**src/sv/crls_pkg.sv**
```systemverilog
package crls_pkg;

  // Input command codes.
  typedef enum logic [1:0] {
    CMD_REFRESH = 2'd0,
    CMD_LOAD    = 2'd1,
    CMD_FINISH  = 2'd2
  } cmd_e;

  // Text store geometry: two lines at a fixed stride of sixteen columns.
  localparam int unsigned STRIDE = 16;
  localparam int unsigned AddrW  = 5;
  localparam int unsigned ColW   = 5;

  localparam logic [7:0] CHAR_SPACE = 8'h20;
  localparam logic [7:0] ADDR_LINE0 = 8'h80;
  localparam logic [7:0] ADDR_LINE1 = 8'hC0;

  localparam logic [16:0] WAIT_NONE     = 17'd0;
  localparam logic [16:0] WAIT_POWER_UP = 17'd16000;
  localparam logic [16:0] WAIT_FS_2     = 17'd5000;
  localparam logic [16:0] WAIT_FS_3     = 17'd100000;
  localparam logic [10:0] WAIT_CMD      = 11'd40;
  localparam logic [10:0] WAIT_CLEAR    = 11'd1540;
  localparam logic [10:0] WAIT_CHAR     = 11'd1;

  // Greeting text; the first character sits in the top byte.
  localparam logic [255:0] GREETING = "Bem Vindo 57 123LCD ao Vindo Bem";

  // Write port of the text store.
  typedef struct packed {
    logic             we;
    logic [AddrW-1:0] addr;
    logic [7:0]       data;
  } store_wr_t;

  // Microcode.
  typedef logic [3:0] pc_t;

  localparam pc_t PC_FETCH = 4'd0;
  localparam pc_t PC_INIT0 = 4'd1;
  localparam pc_t PC_INIT1 = 4'd2;
  localparam pc_t PC_INIT2 = 4'd3;
  localparam pc_t PC_INIT3 = 4'd4;
  localparam pc_t PC_INIT4 = 4'd5;
  localparam pc_t PC_INIT5 = 4'd6;
  localparam pc_t PC_INIT6 = 4'd7;
  localparam pc_t PC_INIT7 = 4'd8;
  localparam pc_t PC_PREP  = 4'd9;
  localparam pc_t PC_CHAR  = 4'd10;
  localparam pc_t PC_ADDR  = 4'd11;
  localparam pc_t PC_LOAD  = 4'd12;
  localparam pc_t PC_PAD   = 4'd13;

  typedef enum logic [2:0] {
    ACT_NONE,
    ACT_FETCH,
    ACT_INIT,
    ACT_READ,
    ACT_CHAR,
    ACT_ADDR,
    ACT_LOAD,
    ACT_PAD
  } act_e;

  typedef enum logic [1:0] {
    SRC_ROM,
    SRC_STORE,
    SRC_ADDR
  } src_e;

  typedef enum logic [2:0] {
    J_NEXT,
    J_GOTO,
    J_DISPATCH,
    J_COL_END,
    J_PAD
  } jmp_e;

  typedef struct packed {
    act_e        act;
    logic        emit;
    src_e        src;
    logic        rs;
    logic [7:0]  data_byte;
    logic [16:0] wait_pre;
    logic [10:0] wait_post;
    logic        last;
    jmp_e        jmp;
    pc_t         target;
  } uword_t;

  function automatic uword_t uw_init(logic [7:0] b, logic [16:0] bef, logic [10:0] aft);
    uword_t w;
    w           = '0;
    w.act       = ACT_NONE;
    w.emit      = 1'b1;
    w.src       = SRC_ROM;
    w.data_byte = b;
    w.wait_pre  = bef;
    w.wait_post = aft;
    w.jmp       = J_NEXT;
    return w;
  endfunction

  // Control store: one word per step.
  function automatic uword_t ucode(pc_t pc);
    uword_t w;
    w        = '0;
    w.act    = ACT_NONE;
    w.src    = SRC_ROM;
    w.jmp    = J_GOTO;
    w.target = PC_FETCH;
    unique case (pc)
      PC_FETCH: begin
        w.act = ACT_FETCH;
        w.jmp = J_DISPATCH;
      end
      PC_INIT0: w = uw_init(8'h38, WAIT_POWER_UP, WAIT_CMD);
      PC_INIT1: w = uw_init(8'h38, WAIT_FS_2, WAIT_CMD);
      PC_INIT2: w = uw_init(8'h38, WAIT_FS_3, WAIT_CMD);
      PC_INIT3: w = uw_init(8'h38, WAIT_NONE, WAIT_CMD);
      PC_INIT4: w = uw_init(8'h08, WAIT_NONE, WAIT_CMD);
      PC_INIT5: w = uw_init(8'h01, WAIT_NONE, WAIT_CLEAR);
      PC_INIT6: w = uw_init(8'h06, WAIT_NONE, WAIT_CMD);
      PC_INIT7: begin
        w        = uw_init(8'h0F, WAIT_NONE, WAIT_CMD);
        w.last   = 1'b1;
        w.act    = ACT_INIT;
        w.jmp    = J_GOTO;
        w.target = PC_FETCH;
      end
      PC_PREP: begin
        w.act    = ACT_READ;
        w.jmp    = J_COL_END;
        w.target = PC_ADDR;
      end
      PC_CHAR: begin
        w.act       = ACT_CHAR;
        w.emit      = 1'b1;
        w.src       = SRC_STORE;
        w.rs        = 1'b1;
        w.wait_post = WAIT_CHAR;
        w.last      = 1'b1;
      end
      PC_ADDR: begin
        w.act       = ACT_ADDR;
        w.emit      = 1'b1;
        w.src       = SRC_ADDR;
        w.wait_post = WAIT_CMD;
        w.last      = 1'b1;
      end
      PC_LOAD: w.act = ACT_LOAD;
      PC_PAD: begin
        w.act = ACT_PAD;
        w.jmp = J_PAD;
      end
      default: w.jmp = J_GOTO;
    endcase
    return w;
  endfunction

endpackage

```
**src/sv/crls_in_if.sv**
```systemverilog
interface crls_in_if;
  logic       valid;
  logic       ready;
  logic [1:0] cmd;
  logic       text_line;
  logic [7:0] text_char;

  modport source (output valid, cmd, text_line, text_char, input ready);
  modport sink   (input valid, cmd, text_line, text_char, output ready);
endinterface

```
**src/sv/crls_out_if.sv**
```systemverilog
interface crls_out_if;
  logic        valid;
  logic        ready;
  logic        reg_select;
  logic [7:0]  bus_byte;
  logic [16:0] wait_before_us;
  logic [10:0] wait_after_us;
  logic        last;

  modport source (output valid, reg_select, bus_byte, wait_before_us, wait_after_us, last,
                  input ready);
  modport sink   (input valid, reg_select, bus_byte, wait_before_us, wait_after_us, last,
                  output ready);
endinterface

```
**src/sv/crls_text_store.sv**
```systemverilog
module crls_text_store (
  input  logic                        clk_i,
  input  logic                        rst_ni,
  input  crls_pkg::store_wr_t         wr_i,
  input  logic                        rd_en_i,
  input  logic [crls_pkg::AddrW-1:0]  rd_addr_i,
  output logic [7:0]                  rd_data_o
);
  import crls_pkg::*;

  localparam int unsigned Depth = 2 * STRIDE;

  logic [7:0] mem_q [Depth];
  logic [7:0] rd_data_q;

  // The store comes out of reset holding the greeting.
  always_ff @(posedge clk_i or negedge rst_ni) begin
    if (!rst_ni) begin
      for (int i = 0; i < Depth; i++) begin
        mem_q[i] <= GREETING[8 * (Depth - 1 - i) +: 8];
      end
    end else if (wr_i.we) begin
      mem_q[wr_i.addr] <= wr_i.data;
    end
  end

  always_ff @(posedge clk_i) begin
    if (rd_en_i) begin
      rd_data_q <= mem_q[rd_addr_i];
    end
  end

  assign rd_data_o = rd_data_q;
endmodule

```
**src/sv/char_lcd_refresh_sequencer.sv**
```systemverilog
// Channel | Dir | Payload                                                   | Transfer
// in_i    | in  | cmd, text_line, text_char                                 | valid && ready
// out_o   | out | reg_select, bus_byte, wait_before_us, wait_after_us, last | valid && ready
//
// A refresh item runs the fetch, store read and emit steps; the first one after reset runs
// fetch and the init steps, which produce eight init writes. A load item runs fetch and
// load; a finish item runs fetch, then pads the line from the load column to its end, one
// store entry a cycle. The step counter runs one control word per cycle unless stalled.
// rst_ni is asynchronous and active low; it restores the greeting text and the init state.
// A held-up output register stalls only on an emitting step; other steps run on.
module char_lcd_refresh_sequencer #(
  parameter int unsigned COLUMNS = 16
) (
  input  logic        clk_i,
  input  logic        rst_ni,
  crls_in_if.sink     in_i,
  crls_out_if.source  out_o
);
  import crls_pkg::*;

  // Refresh column counts 0..COLUMNS inclusive.
  localparam int unsigned RColW = $clog2(COLUMNS + 1);

  // Sequencer and display state.
  pc_t              pc_q, pc_d;
  logic             init_done_q;
  logic [RColW-1:0] refresh_col_q;
  logic             refresh_line_q;
  logic [ColW-1:0]  load_col_q;
  logic             line_q;
  logic [7:0]       char_q;

  // Output register.
  logic        out_valid_q;
  logic        out_rs_q;
  logic [7:0]  out_byte_q;
  logic [16:0] out_before_q;
  logic [10:0] out_after_q;
  logic        out_last_q;

  uword_t     uw;
  logic       out_free;
  logic       advance;
  logic       col_end;
  logic       load_room;
  logic       pad_room;
  logic [7:0] emit_byte;
  logic [7:0] rd_data;
  store_wr_t  store_wr;

  assign uw = ucode(pc_q);

  // An emitting step waits until the output register is free; the fetch step waits for
  // an input transfer. Every other step advances without waiting.
  assign out_free = !out_valid_q || out_o.ready;
  assign advance  = !((uw.emit && !out_free) || (uw.act == ACT_FETCH && !in_i.valid));

  assign in_i.ready = (uw.act == ACT_FETCH);

  assign col_end   = (refresh_col_q >= RColW'(COLUMNS));
  assign load_room = (load_col_q < ColW'(COLUMNS));
  assign pad_room  = (load_col_q < ColW'(STRIDE));

  // Next step. The dispatch jump decodes the command just taken in.
  always_comb begin
    pc_d = pc_q + 4'd1;
    unique case (uw.jmp)
      J_NEXT:    pc_d = pc_q + 4'd1;
      J_GOTO:    pc_d = uw.target;
      J_COL_END: pc_d = col_end ? uw.target : pc_q + 4'd1;
      J_PAD:     pc_d = pad_room ? pc_q : uw.target;
      J_DISPATCH: begin
        unique case (in_i.cmd)
          CMD_REFRESH: pc_d = init_done_q ? PC_PREP : PC_INIT0;
          CMD_LOAD:    pc_d = PC_LOAD;
          CMD_FINISH:  pc_d = PC_PAD;
          default:     pc_d = PC_FETCH;
        endcase
      end
      default:   pc_d = PC_FETCH;
    endcase
  end

  // Byte selection for the emitting steps. The set-address command names the line that
  // is about to be written, which is the opposite of the current one.
  always_comb begin
    unique case (uw.src)
      SRC_ROM:   emit_byte = uw.data_byte;
      SRC_STORE: emit_byte = rd_data;
      SRC_ADDR:  emit_byte = refresh_line_q ? ADDR_LINE0 : ADDR_LINE1;
      default:   emit_byte = uw.data_byte;
    endcase
  end

  // Store writes: one character per load and one space per pad cycle, while the line has room.
  always_comb begin
    store_wr.addr = {line_q, load_col_q[AddrW-2:0]};
    store_wr.data = (uw.act == ACT_LOAD) ? char_q : CHAR_SPACE;
    store_wr.we   = ((uw.act == ACT_LOAD) && load_room) || ((uw.act == ACT_PAD) && pad_room);
  end

  crls_text_store u_store (
    .clk_i     (clk_i),
    .rst_ni    (rst_ni),
    .wr_i      (store_wr),
    .rd_en_i   (uw.act == ACT_READ),
    .rd_addr_i ({refresh_line_q, refresh_col_q[AddrW-2:0]}),
    .rd_data_o (rd_data)
  );

  always_ff @(posedge clk_i or negedge rst_ni) begin
    if (!rst_ni) begin
      pc_q           <= PC_FETCH;
      init_done_q    <= 1'b0;
      refresh_col_q  <= '0;
      refresh_line_q <= 1'b0;
      load_col_q     <= '0;
      line_q         <= 1'b0;
      char_q         <= '0;
      out_valid_q    <= 1'b0;
      out_rs_q       <= 1'b0;
      out_byte_q     <= '0;
      out_before_q   <= '0;
      out_after_q    <= '0;
      out_last_q     <= 1'b0;
    end else begin
      if (out_valid_q && out_o.ready) begin
        out_valid_q <= 1'b0;
      end
      if (advance) begin
        pc_q <= pc_d;
        if (uw.emit) begin
          out_valid_q  <= 1'b1;
          out_rs_q     <= uw.rs;
          out_byte_q   <= emit_byte;
          out_before_q <= uw.wait_pre;
          out_after_q  <= uw.wait_post;
          out_last_q   <= uw.last;
        end
        unique case (uw.act)
          ACT_FETCH: begin
            line_q <= in_i.text_line;
            char_q <= in_i.text_char;
          end
          ACT_INIT: init_done_q <= 1'b1;
          ACT_CHAR: refresh_col_q <= refresh_col_q + 1'b1;
          ACT_ADDR: begin
            refresh_col_q  <= '0;
            refresh_line_q <= ~refresh_line_q;
          end
          ACT_LOAD: begin
            if (load_room) begin
              load_col_q <= load_col_q + 1'b1;
            end
          end
          ACT_PAD: begin
            if (pad_room) begin
              load_col_q <= load_col_q + 1'b1;
            end else begin
              load_col_q <= '0;
            end
          end
          default: ;
        endcase
      end
    end
  end

  assign out_o.valid          = out_valid_q;
  assign out_o.reg_select     = out_rs_q;
  assign out_o.bus_byte       = out_byte_q;
  assign out_o.wait_before_us = out_before_q;
  assign out_o.wait_after_us  = out_after_q;
  assign out_o.last           = out_last_q;
endmodule

```
**src/flat_wrapper.sv**
```systemverilog
// flat-port wrapper written by rule: the top's interface ports become plain ports
module char_lcd_refresh_sequencer_flat import crls_pkg::*;
#(
  parameter int unsigned COLUMNS = 16
)
  (clk_i, rst_ni, in_i_valid, in_i_cmd, in_i_text_line, in_i_text_char, in_i_ready, out_o_valid, out_o_reg_select, out_o_bus_byte, out_o_wait_before_us, out_o_wait_after_us, out_o_last, out_o_ready);
  crls_in_if in_i_i ();
  crls_out_if out_o_i ();
  input  logic clk_i;
  input  logic rst_ni;
  input wire logic [$bits(in_i_i.valid)-1:0] in_i_valid;
  input wire logic [$bits(in_i_i.cmd)-1:0] in_i_cmd;
  input wire logic [$bits(in_i_i.text_line)-1:0] in_i_text_line;
  input wire logic [$bits(in_i_i.text_char)-1:0] in_i_text_char;
  output wire logic [$bits(in_i_i.ready)-1:0] in_i_ready;
  output wire logic [$bits(out_o_i.valid)-1:0] out_o_valid;
  output wire logic [$bits(out_o_i.reg_select)-1:0] out_o_reg_select;
  output wire logic [$bits(out_o_i.bus_byte)-1:0] out_o_bus_byte;
  output wire logic [$bits(out_o_i.wait_before_us)-1:0] out_o_wait_before_us;
  output wire logic [$bits(out_o_i.wait_after_us)-1:0] out_o_wait_after_us;
  output wire logic [$bits(out_o_i.last)-1:0] out_o_last;
  input wire logic [$bits(out_o_i.ready)-1:0] out_o_ready;
  assign in_i_i.valid = in_i_valid;
  assign in_i_i.cmd = in_i_cmd;
  assign in_i_i.text_line = in_i_text_line;
  assign in_i_i.text_char = in_i_text_char;
  assign in_i_ready = in_i_i.ready;
  assign out_o_valid = out_o_i.valid;
  assign out_o_reg_select = out_o_i.reg_select;
  assign out_o_bus_byte = out_o_i.bus_byte;
  assign out_o_wait_before_us = out_o_i.wait_before_us;
  assign out_o_wait_after_us = out_o_i.wait_after_us;
  assign out_o_last = out_o_i.last;
  assign out_o_i.ready = out_o_ready;
  char_lcd_refresh_sequencer #(.COLUMNS(COLUMNS)) u_core (.clk_i(clk_i), .rst_ni(rst_ni), .in_i(in_i_i), .out_o(out_o_i));
endmodule
```
**config.mk**
```make
export PLATFORM = sky130hd
export DESIGN_NAME = char_lcd_refresh_sequencer_flat
export DESIGN_NICKNAME = d
export VERILOG_FILES = /design/src/sv/crls_pkg.sv /design/src/sv/crls_in_if.sv /design/src/sv/crls_out_if.sv /design/src/sv/crls_text_store.sv /design/src/sv/char_lcd_refresh_sequencer.sv /design/src/flat_wrapper.sv
export SDC_FILE = /design/constraint.sdc
export NUM_CORES = 1
export LEC_CHECK = 0
export ABC_CLOCK_PERIOD_IN_PS = 3950
export BUFFER_PORTS_ARGS = -buffer_cell sky130_fd_sc_hd__buf_2
export CAP_MARGIN = 20
export CORE_ASPECT_RATIO = 1.5
export CORE_MARGIN = 10
export CORE_UTILIZATION = 55
export DETAILED_ROUTE_END_ITERATION = 7
export PLACE_DENSITY = 0.77
export SYNTH_ARGS = -nofsm -noshare
export SYNTH_HDL_FRONTEND = slang
export SYNTH_HIERARCHICAL = 1
export SYNTH_SLANG_ARGS = --single-unit
```
**constraint.sdc**
```tcl
create_clock -name clk_i -period 3.95 [get_ports clk_i]
set_input_delay 0.395 -clock clk_i [delete_from_list [all_inputs] [get_ports clk_i]]
set_output_delay 0.395 -clock clk_i [all_outputs]
set_load 0.02 [all_outputs]
```
==> PnR_summary.wiki, run 1 <==
{| class="wikitable"
! Metric !! Value
|-
| Result of the run || finished, final reports clean
|-
| Die span in y || 221 um
|-
| Hold Path Depth || 2
|-
| Io pins || 55
|-
| Sum of net half-perimeters after detailed placement || ~21 mm
|-
| Minimum hold slack || 85.8 ps
|-
| Most frequent standard cell in the layout excluding fill and tap cells || sky130_fd_sc_hd__mux2_2
|-
| Total number of nets in the final design || approximately 1,100
|-
| CTS HTree Levels || 1
|-
| Most repeated library cell on the critical path || sky130_fd_sc_hd__ha_1
|-
| Total die area || between 30,000 and 40,000 sq um
|-
| Fraction of synthesis flops using an asynchronous set or reset pin || 97.4%
|-
| Area of all sequential standard cells || 7910 sq um
|-
| Relative contribution of sequential cells to total power || a little over two fifths
|-
| Hold Path Class || input port to register
|-
| Levels on crit path || 9
|-
| Initial core utilization || 55.8%
|-
| Yosys Warn Count || 6
|-
| Number of buffer and inverter instances along the worst setup path || 1
|-
| Share of the synthesized area in the top cell type || 32.6%
|-
| Endpoints failing hold || 0
|-
| Largest delay contributor family on the critical path || simple AND/OR/NAND/NOR gates
|-
| Maximum resistive drop on vdd || 973 uV
|-
| Min cycle time layout || about 3400 ps
|-
| Cell variety after synth || 67
|-
| Unrepaired setup endpoints after global routing || false
|-
| Vias in the first global route || a little over 9,000
|-
| Antenna violations before repair || 1
|-
| Max-slew violation count || 0
|-
| TritonCTS buffer count || 27
|-
| Clock tree root driver cell || sky130_fd_sc_hd__clkbuf_16
|-
| Share of power burned in the clock network || 32.3%
|-
| Data required, critical path || 4380 ps
|-
| Flip-flop and latch count after synthesis || 309
|-
| Slowest cell on the critical path || sky130_fd_sc_hd__or3b_2
|-
| Upper clock frequency limit || 0.290 GHz
|-
| Worst path arrival time || 3880 ps
|-
| Power density over the cells || 537 nW/um^2
|-
| Final Core Density || slightly above 60%
|-
| Reported net switching power || 2.79 mW
|-
| Area of combinational cells with multiple inputs || about 6500 sq um
|-
| Antenna diodes || 0
|-
| Post-DR vias/cell || between 6 and 7
|-
| Avg Synthesized Cell Area || 14.7 sq um
|-
| Depth of the worst register-to-register path || 9
|-
| Accumulated negative setup slack || 0 ps
|-
| Internal power consumption || 6.03 mW
|-
| R2r startpoint || u_core/pc_q[0]
|-
| Die Wd || 154 um
|-
| Post-DR wirelength/cell || 22.7 um
|-
| Min-delay src || in_i_text_char[2]
|-
| Global-route wire length before repair || 51.2 mm
|-
| Post-synthesis instance area || 14,800 sq um
|-
| Fraction of final layout cells sized beyond drive strength 1 || 57.0%
|-
| Static leakage power || roughly 7.3 nW
|-
| Worst Max-Slew Pin Slew || 960 ps
|-
| FP Rows || 73
|-
| Final weighted congestion in routability-driven placement || 0.821
|-
| Class of the most critical setup path || register to register
|-
| Fill cell instance count of the final layout || around 1,900
|-
| Maximum number of pins on one net before global-route repair || 90
|-
| Post-synthesis cell type with the largest combined area || sky130_fd_sc_hd__dfrtp_1
|-
| Slew headroom || 36.0%
|-
| Type of element launching the critical path || register
|-
| Minimum setup slack among reg-to-reg paths || 500 ps
|-
| Main synth FF type || sky130_fd_sc_hd__dfrtp_1
|-
| TritonCTS clock tree || yes
|-
| Sink of the worst hold path || u_core/char_q[2]
|-
| Ratio of final minimum period to clock period || 87.3%
|-
| Drt initial violations || roughly 480
|-
| Chain of cells forming the critical path || inv_1 > ha_1 > nand2_1 > ha_1 > nand2b_1 > and4_1 > or3b_2 > nor2_2 > mux2_2
|-
| Fraction of power spent switching nets || 31.7%
|-
| Total overflow reported by the global router || 0
|-
| Quantity of I/O buffers inserted on ports || 43
|-
| Number of buffers between clock root and the deepest sink || 3
|-
| Global routing usage summed across all routing layers || 18.5%
|-
| Synthesis-to-layout area growth || 10.8%
|-
| Count of flip-flops with a built-in enable after synthesis || 8
|-
| Critical Path End Type || register
|-
| Clock Pin Slew Worst Setup and Hold Paths || 70 ps
|-
| Maximum fanout along the worst path || 11
|-
| Post-detailed-route DRC marker count || 0
|-
| Sequential area share after synthesis || 53.3%
|-
| Post-detailed-routing wire length || 31.7 mm
|-
| Cell types occupying the most area after synthesis || sky130_fd_sc_hd__dfrtp_1 33%, sky130_fd_sc_hd__mux2_2 21%, sky130_fd_sc_hd__dfstp_2 19%
|-
| Length of the first detailed-routing pass in iterations || 4
|-
| Top library cells by usage in the layout, fill and taps aside || 274 x sky130_fd_sc_hd__mux2_2, 191 x sky130_fd_sc_hd__dfrtp_1, 108 x sky130_fd_sc_hd__dfstp_2
|-
| Via count || between 8,000 and 9,000
|-
| Core ar. || 26,600 sq um
|-
| Latest clock arrival within the worst-skew pair || 550 ps
|-
| Mapped Cells || 1,007
|-
| Share of power burned in combinational logic || 25.8%
|-
| Number of sinks handled by clock tree synthesis || 309
|-
| Crit Reg-Reg Endpoint || u_core/u_store/mem_q[90]
|-
| Routed Antenna Nets || 0
|-
| Clock Skew || 16.4 ps
|-
| Number of setup violations in the final report || 0
|-
| Count of maximum capacitance violations || 0
|-
| Crit-path max cell delay || 620 ps
|}
## power by group through the flow
stage,clock network [mW],logic (mW),registers (mW)
detailed placement,0,2.20,3.79
finish,2.85,2.27,3.70
global placement,0,2.18,3.78
CTS,2.91,2.22,3.74
global route,3.03,2.48,3.74
floorplan,0,1.70,3.70
## timing repair
| action | 4_1_cts | 5_1_grt |
|---|---|---|
| hold buffers | 1 | 0 |
| endpoints found under the setup margin | 0 | 0 |
| endpoints found under the hold margin | 62 | 0 |
| gates resized for setup | 0 | 0 |
| buffers inserted | 0 | 0 |
## how the worst max path moves through the flow
stage | from | end | slack [ps]
floorplan | u_core/pc_q[3] | u_core/u_store/mem_q[24] | 700
global placement | u_core/pc_q[0] | u_core/u_store/mem_q[92] | 630
detailed placement | u_core/pc_q[0] | u_core/u_store/mem_q[95] | 560
CTS | u_core/pc_q[0] | u_core/u_store/mem_q[95] | 510
global route | u_core/pc_q[0] | u_core/u_store/mem_q[120] | 290
finish | u_core/pc_q[0] | u_core/u_store/mem_q[90] | 500
## cells in the mapped netlist (2+ instances only)
master,number
sky130_fd_sc_hd__nand2b_1,6
sky130_fd_sc_hd__buf_4,25
sky130_fd_sc_hd__nand2_1,52
sky130_fd_sc_hd__mux4_2,80
sky130_fd_sc_hd__buf_2,9
sky130_fd_sc_hd__nor3b_1,4
sky130_fd_sc_hd__o211ai_1,2
sky130_fd_sc_hd__nand3b_1,7
sky130_fd_sc_hd__o21ai_0,26
sky130_fd_sc_hd__dfstp_2,108
sky130_fd_sc_hd__nor2_1,22
sky130_fd_sc_hd__a31oi_1,6
sky130_fd_sc_hd__ha_1,14
sky130_fd_sc_hd__and3_1,3
sky130_fd_sc_hd__a21oi_1,12
sky130_fd_sc_hd__a21o_1,3
sky130_fd_sc_hd__nand4_1,3
sky130_fd_sc_hd__nand3_1,13
sky130_fd_sc_hd__edfxtp_1,8
sky130_fd_sc_hd__xor2_1,2
sky130_fd_sc_hd__mux2_2,274
sky130_fd_sc_hd__and3b_1,3
sky130_fd_sc_hd__o21bai_1,2
sky130_fd_sc_hd__nor2b_1,5
sky130_fd_sc_hd__clkbuf_1,43
sky130_fd_sc_hd__buf_1,9
sky130_fd_sc_hd__nor3_1,5
sky130_fd_sc_hd__and2_1,10
sky130_fd_sc_hd__dfrtp_1,193
sky130_fd_sc_hd__inv_1,10
sky130_fd_sc_hd__a22o_1,4
sky130_fd_sc_hd__o31ai_1,2
sky130_fd_sc_hd__nor2_2,4
sky130_fd_sc_hd__a211oi_1,3
sky130_fd_sc_hd__o41ai_1,3
## layout make-up
type | instances | area share [%]
Clock buffer | 38 | 4.93
Tap cell | 337 | 2.57
Sequential cell | 309 | 48.2
Clock inverter | 11 | 0.968
Multi-Input combinational cell | 611 | 39.5
Inverter | 10 | 0.229
Timing Repair Buffer | 82 | 3.67
## metal layers
layer | vias up | global-route usage, % | wire length [um]
met5 | - | 0 | 0
met4 | 0 | 7.55 | 1190
met3 | 63 | 2.70 | 1250
met2 | 171 | 32.6 | 16800
met1 | 4525 | 21.9 | 12400
li1 | 3760 | - | -
## registers in the layout (all words and copies together) (netlist names)
register,count
u_core/pc_q,4
u_core/out_o.wait_after_us,3
u_core/out_o.valid,1
u_core/out_o.wait_before_us,6
u_core/line_q,1
u_core/refresh_col_q,5
u_core/char_q,8
u_core/u_store/mem_q,256
u_core/init_done_q,1
u_core/refresh_line_q,1
u_core/load_col_q,5
u_core/out_o.bus_byte,8
u_core/u_store/rd_data_o,8
u_core/out_o.reg_select,1
u_core/out_o.last,1
## per-stage QoR
stage	area, sq um	power [mW]	setup WS [ps]	cells
6_report	16400	8.82	501	1398
3_3_place_gp	15400	5.95	629	1347
2_1_floorplan	14900	5.39	695	1017
3_5_place_dp	15400	6.00	556	1347
5_1_grt	16400	9.24	294	1398
4_1_cts	16400	8.87	506	1397
## cells by family (layout without fill, tap and decap cells)
group / after synthesis / count (layout) / synth area share, %
DFF: 309 / 309 / 53.3
and+or+nand+nor: 148 / 148 / 5.18
xor gates and xnor gates: 3 / 3 / 0.177
buffers and inverters: 97 / 141 / 3.22
adders and majority gates: 14 / 14 / 1.18
muxes: 355 / 355 / 33.0
AOI/OAI and AO/OA: 80 / 80 / 3.86
other: 1 / 11 / 0.0253
No activity file was read; power rests on OpenSTA's default activity.
==> run 2, diff against run 1 <==
CTS_BUF_LIST = sky130_fd_sc_hd__clkbuf_2 sky130_fd_sc_hd__clkbuf_4 sky130_fd_sc_hd__clkbuf_8   (was default)
==> run 2 against run 1 <==
Effect of this change:
- global-route usage about the same
- non-clock buffer count did not move
- clock skew rose by 7.4 ps
- first-iteration DRC count shrank 4.2%
- power shrank 2.0%
- largest cell class unchanged
==> PnR_summary.wiki, run 2 (synthesis gave the netlist of run 1 again) <==
{| class="wikitable"
! Metric !! Value
|-
| Post-Layout Cell Count || 1,435 (+2.6%)
|-
| Hold buffer count at CTS || 1 (unchanged)
|-
| Sum of net half-perimeters after detailed placement || 21.3 mm (unchanged)
|-
| Number of setup violations in the final report || 0 (unchanged)
|-
| Resized cells post-CTS || 0 (unchanged)
|-
| Min-delay src || in_i_text_char[2]
|-
| Maximum fanout along the worst path || 11 (unchanged)
|-
| Routed Antenna Nets || 0 (unchanged)
|-
| Number of buffers between clock root and the deepest sink || 3 (unchanged)
|-
| Worst Max-Slew Pin Slew || 944 ps (-16.0 ps)
|-
| Start point of the critical path || u_core/pc_q[0]
|-
| Type of element launching the critical path || register
|-
| Static leakage power || 7.38 nW (+0.67%)
|-
| Share of power burned in the clock network || 31.2% (-1.1 points)
|-
| Clock Skew || 23.8 ps (+7.43 ps)
|-
| Share of power burned in combinational logic || 25.9% (about the same)
|-
| Clock Pin Slew Worst Setup and Hold Paths || 60 ps (about the same)
|-
| Antenna violations before repair || 2 (+1)
|-
| Die span in y || 221 um (unchanged)
|-
| Largest delay contributor family on the critical path || simple AND/OR/NAND/NOR gates
|-
| FP Rows || 73 (unchanged)
|-
| Internal power consumption || 5.83 mW (-3.2%)
|-
| Global-route wire length before repair || 50.9 mm (-0.57%)
|-
| Max-slew violation count || 0 (unchanged)
|-
| Largest reg by FF count || u_core/u_store/mem_q
|-
| Chain of cells forming the critical path || inv_1 > ha_1 > nand2_1 > ha_1 > nand2b_1 > and4_1 > nor3b_1 > nand2_1 > mux2_2
|-
| Maximum resistive drop on vdd || 683 uV (-30%)
|-
| Io pins || 55 (unchanged)
|-
| Number of placed cells counting well taps || 1,347 (unchanged)
|-
| Clock tree root driver cell || sky130_fd_sc_hd__clkbuf_8
|-
| Total overflow reported by the global router || 0 (unchanged)
|-
| Post-DR vias/cell || 6.02 (-1.3%)
|-
| Post-detailed-route DRC marker count || 0 (unchanged)
|-
| Critical Path End Type || register
|-
| Hold Path Class || input port to register
|-
| Total number of nets in the final design || 1,089 (+1.8%)
|-
| Global routing usage summed across all routing layers || 18.5% (+0.038 points)
|-
| Endpoints failing hold || 0 (unchanged)
|-
| Most frequent standard cell in the layout excluding fill and tap cells || sky130_fd_sc_hd__mux2_2
|-
| Final weighted congestion in routability-driven placement || 0.821 (unchanged)
|-
| Class of the most critical setup path || register to register
|-
| Quantity of I/O buffers inserted on ports || 43 (unchanged)
|-
| Post-DR wirelength/cell || 21.9 um (-3.2%)
|-
| Top library cells by usage in the layout, fill and taps aside || 274 x sky130_fd_sc_hd__mux2_2, 191 x sky130_fd_sc_hd__dfrtp_1, 108 x sky130_fd_sc_hd__dfstp_2
|-
| Vias in the first global route || 9,204 (+0.91%)
|-
| Maximum number of pins on one net before global-route repair || 90 (unchanged)
|-
| Data required, critical path || 4400 ps (+20 ps)
|-
| CTS HTree Levels || 2 (+1)
|-
| Reported net switching power || 2.81 mW (+0.64%)
|-
| R2r startpoint || u_core/pc_q[0]
|-
| Relative contribution of sequential cells to total power || 42.9% (+1.0 points)
|-
| Die Wd || 154 um (unchanged)
|-
| Min cycle time layout || 3470 ps (+16.6 ps)
|-
| Slowest cell on the critical path || sky130_fd_sc_hd__nor3b_1
|-
| Unrepaired setup endpoints after global routing || false
|-
| Postcts setup bufs || 0 (unchanged)
|-
| Core ar. || 26,600 sq um (unchanged)
|-
| Fraction of power spent switching nets || 32.5% (+0.85 points)
|-
| Crit-path max cell delay || 630 ps (about the same)
|-
| Upper clock frequency limit || 0.289 GHz (-0.48%)
|-
| Total die area || 34,100 sq um (unchanged)
|-
| Power density over the cells || 526 nW/um^2 (-2.0%)
|-
| Synthesis-to-layout area growth || 10.8% (about the same)
|-
| Accumulated negative setup slack || 0 ps (unchanged)
|-
| Number of buffer and inverter instances along the worst setup path || 1 (unchanged)
|-
| TritonCTS buffer count || 46 (+70%)
|-
| Post-detailed-routing wire length || 31.5 mm (-0.65%)
|-
| Largest register FFs || 256 (unchanged)
|-
| Length of the first detailed-routing pass in iterations || 4 (unchanged)
|-
| Via count || 8,634 (+1.3%)
|-
| Result of the run || finished, final reports clean
|-
| Latest clock arrival within the worst-skew pair || 580 ps (+30 ps)
|-
| Final Core Density || 61.8% (about the same)
|-
| Slew headroom || 37.0% (+1.1 points)
|-
| Count of maximum capacitance violations || 0 (unchanged)
|-
| Fraction of final layout cells sized beyond drive strength 1 || 58.8% (+1.8 points)
|-
| Drt initial violations || 455 (-4.2%)
|-
| Worst path arrival time || 3910 ps (+30 ps)
|-
| TritonCTS clock tree || yes
|-
| Ratio of final minimum period to clock period || 87.7% (+0.42 points)
|-
| Initial core utilization || 55.8% (unchanged)
|-
| Number of sinks handled by clock tree synthesis || 309 (unchanged)
|}
==> run 2: cell count changes in the layout (fill, tap and decap cells not counted), moves of 4 or more <==
cell	change
sky130_fd_sc_hd__clkbuf_8	+51
sky130_fd_sc_hd__clkbuf_16	-29
sky130_fd_sc_hd__clkbuf_4	+24
sky130_fd_sc_hd__bufinv_16	-4
sky130_fd_sc_hd__clkbuf_1	-4
==> run 2: power groups by stage <==
stage | Combinational [mW] | Clock [mW] | Sequential (mW)
after floorplan | 1.70 | 0 | 3.70
after global placement | 2.18 | 0 | 3.78
after detailed placement | 2.20 | 0 | 3.79
after CTS | 2.21 | 2.77 | 3.74
after global routing | 2.44 | 2.90 | 3.75
final | 2.24 | 2.70 | 3.71
==> run 2: area by class of cell <==
| type | count | area, sq um |
|---|---|---|
| clock buffer | 80 | 951 |
| antenna | 1 | 2.50 |
| inverter | 10 | 37.5 |
| sequential | 309 | 7910 |
| multi-input combinational | 611 | 6480 |
| fill | 1904 | 10200 |
| tap | 337 | 422 |
| timing repair buffer | 82 | 591 |
| clock inverter | 5 | 28.8 |
==> run 2: final timing paths <==
| check | to | cells after the start | slack [ps] |
|---|---|---|---|
| min reg2reg | u_core/out_o.bus_byte[5] | 1 | 470 |
| max reg2reg | u_core/u_store/mem_q[120] | 9 | 480 |
| max in group asynchronous | u_core/u_store/mem_q[35] | 4 | 2310 |
| min in group asynchronous | u_core/u_store/mem_q[239] | 2 | 410 |
| min | u_core/char_q[2] | 2 | 60 |
| max | u_core/u_store/mem_q[120] | 9 | 480 |
==> run 2: worst register-to-register path: cells and delay by family, from the launching register on <==
| family | cells | cell delay [ps] |
|---|---|---|
| fa+ha+maj | 2 | 620 |
| buf+inv | 1 | 110 |
| flops | 1 | 420 |
| mux | 1 | 400 |
| simple gates | 5 | 1780 |
==> run 2: metal layers <==
layer  vias up  global-route usage [%]  wire length [um]
li1       3806                       -                 -
met1      4598                    22.0             12300
met2       168                    32.4             16900
met3        62                    2.76              1180
met4         0                    7.92              1060
met5         -                       0                 0
==> run 2: per-stage QoR <==
stage | setup slack [ps] | cell area (sq um) | total power, mW | hold slack (ps)
floorplan | 695 | 14900 | 5.39 | 99.4
global placement | 629 | 15400 | 5.95 | 450
detailed placement | 556 | 15400 | 6.00 | 458
CTS | 539 | 16400 | 8.72 | 37.9
global route | 302 | 16400 | 9.09 | 69.4
finish | 484 | 16400 | 8.65 | 63.0
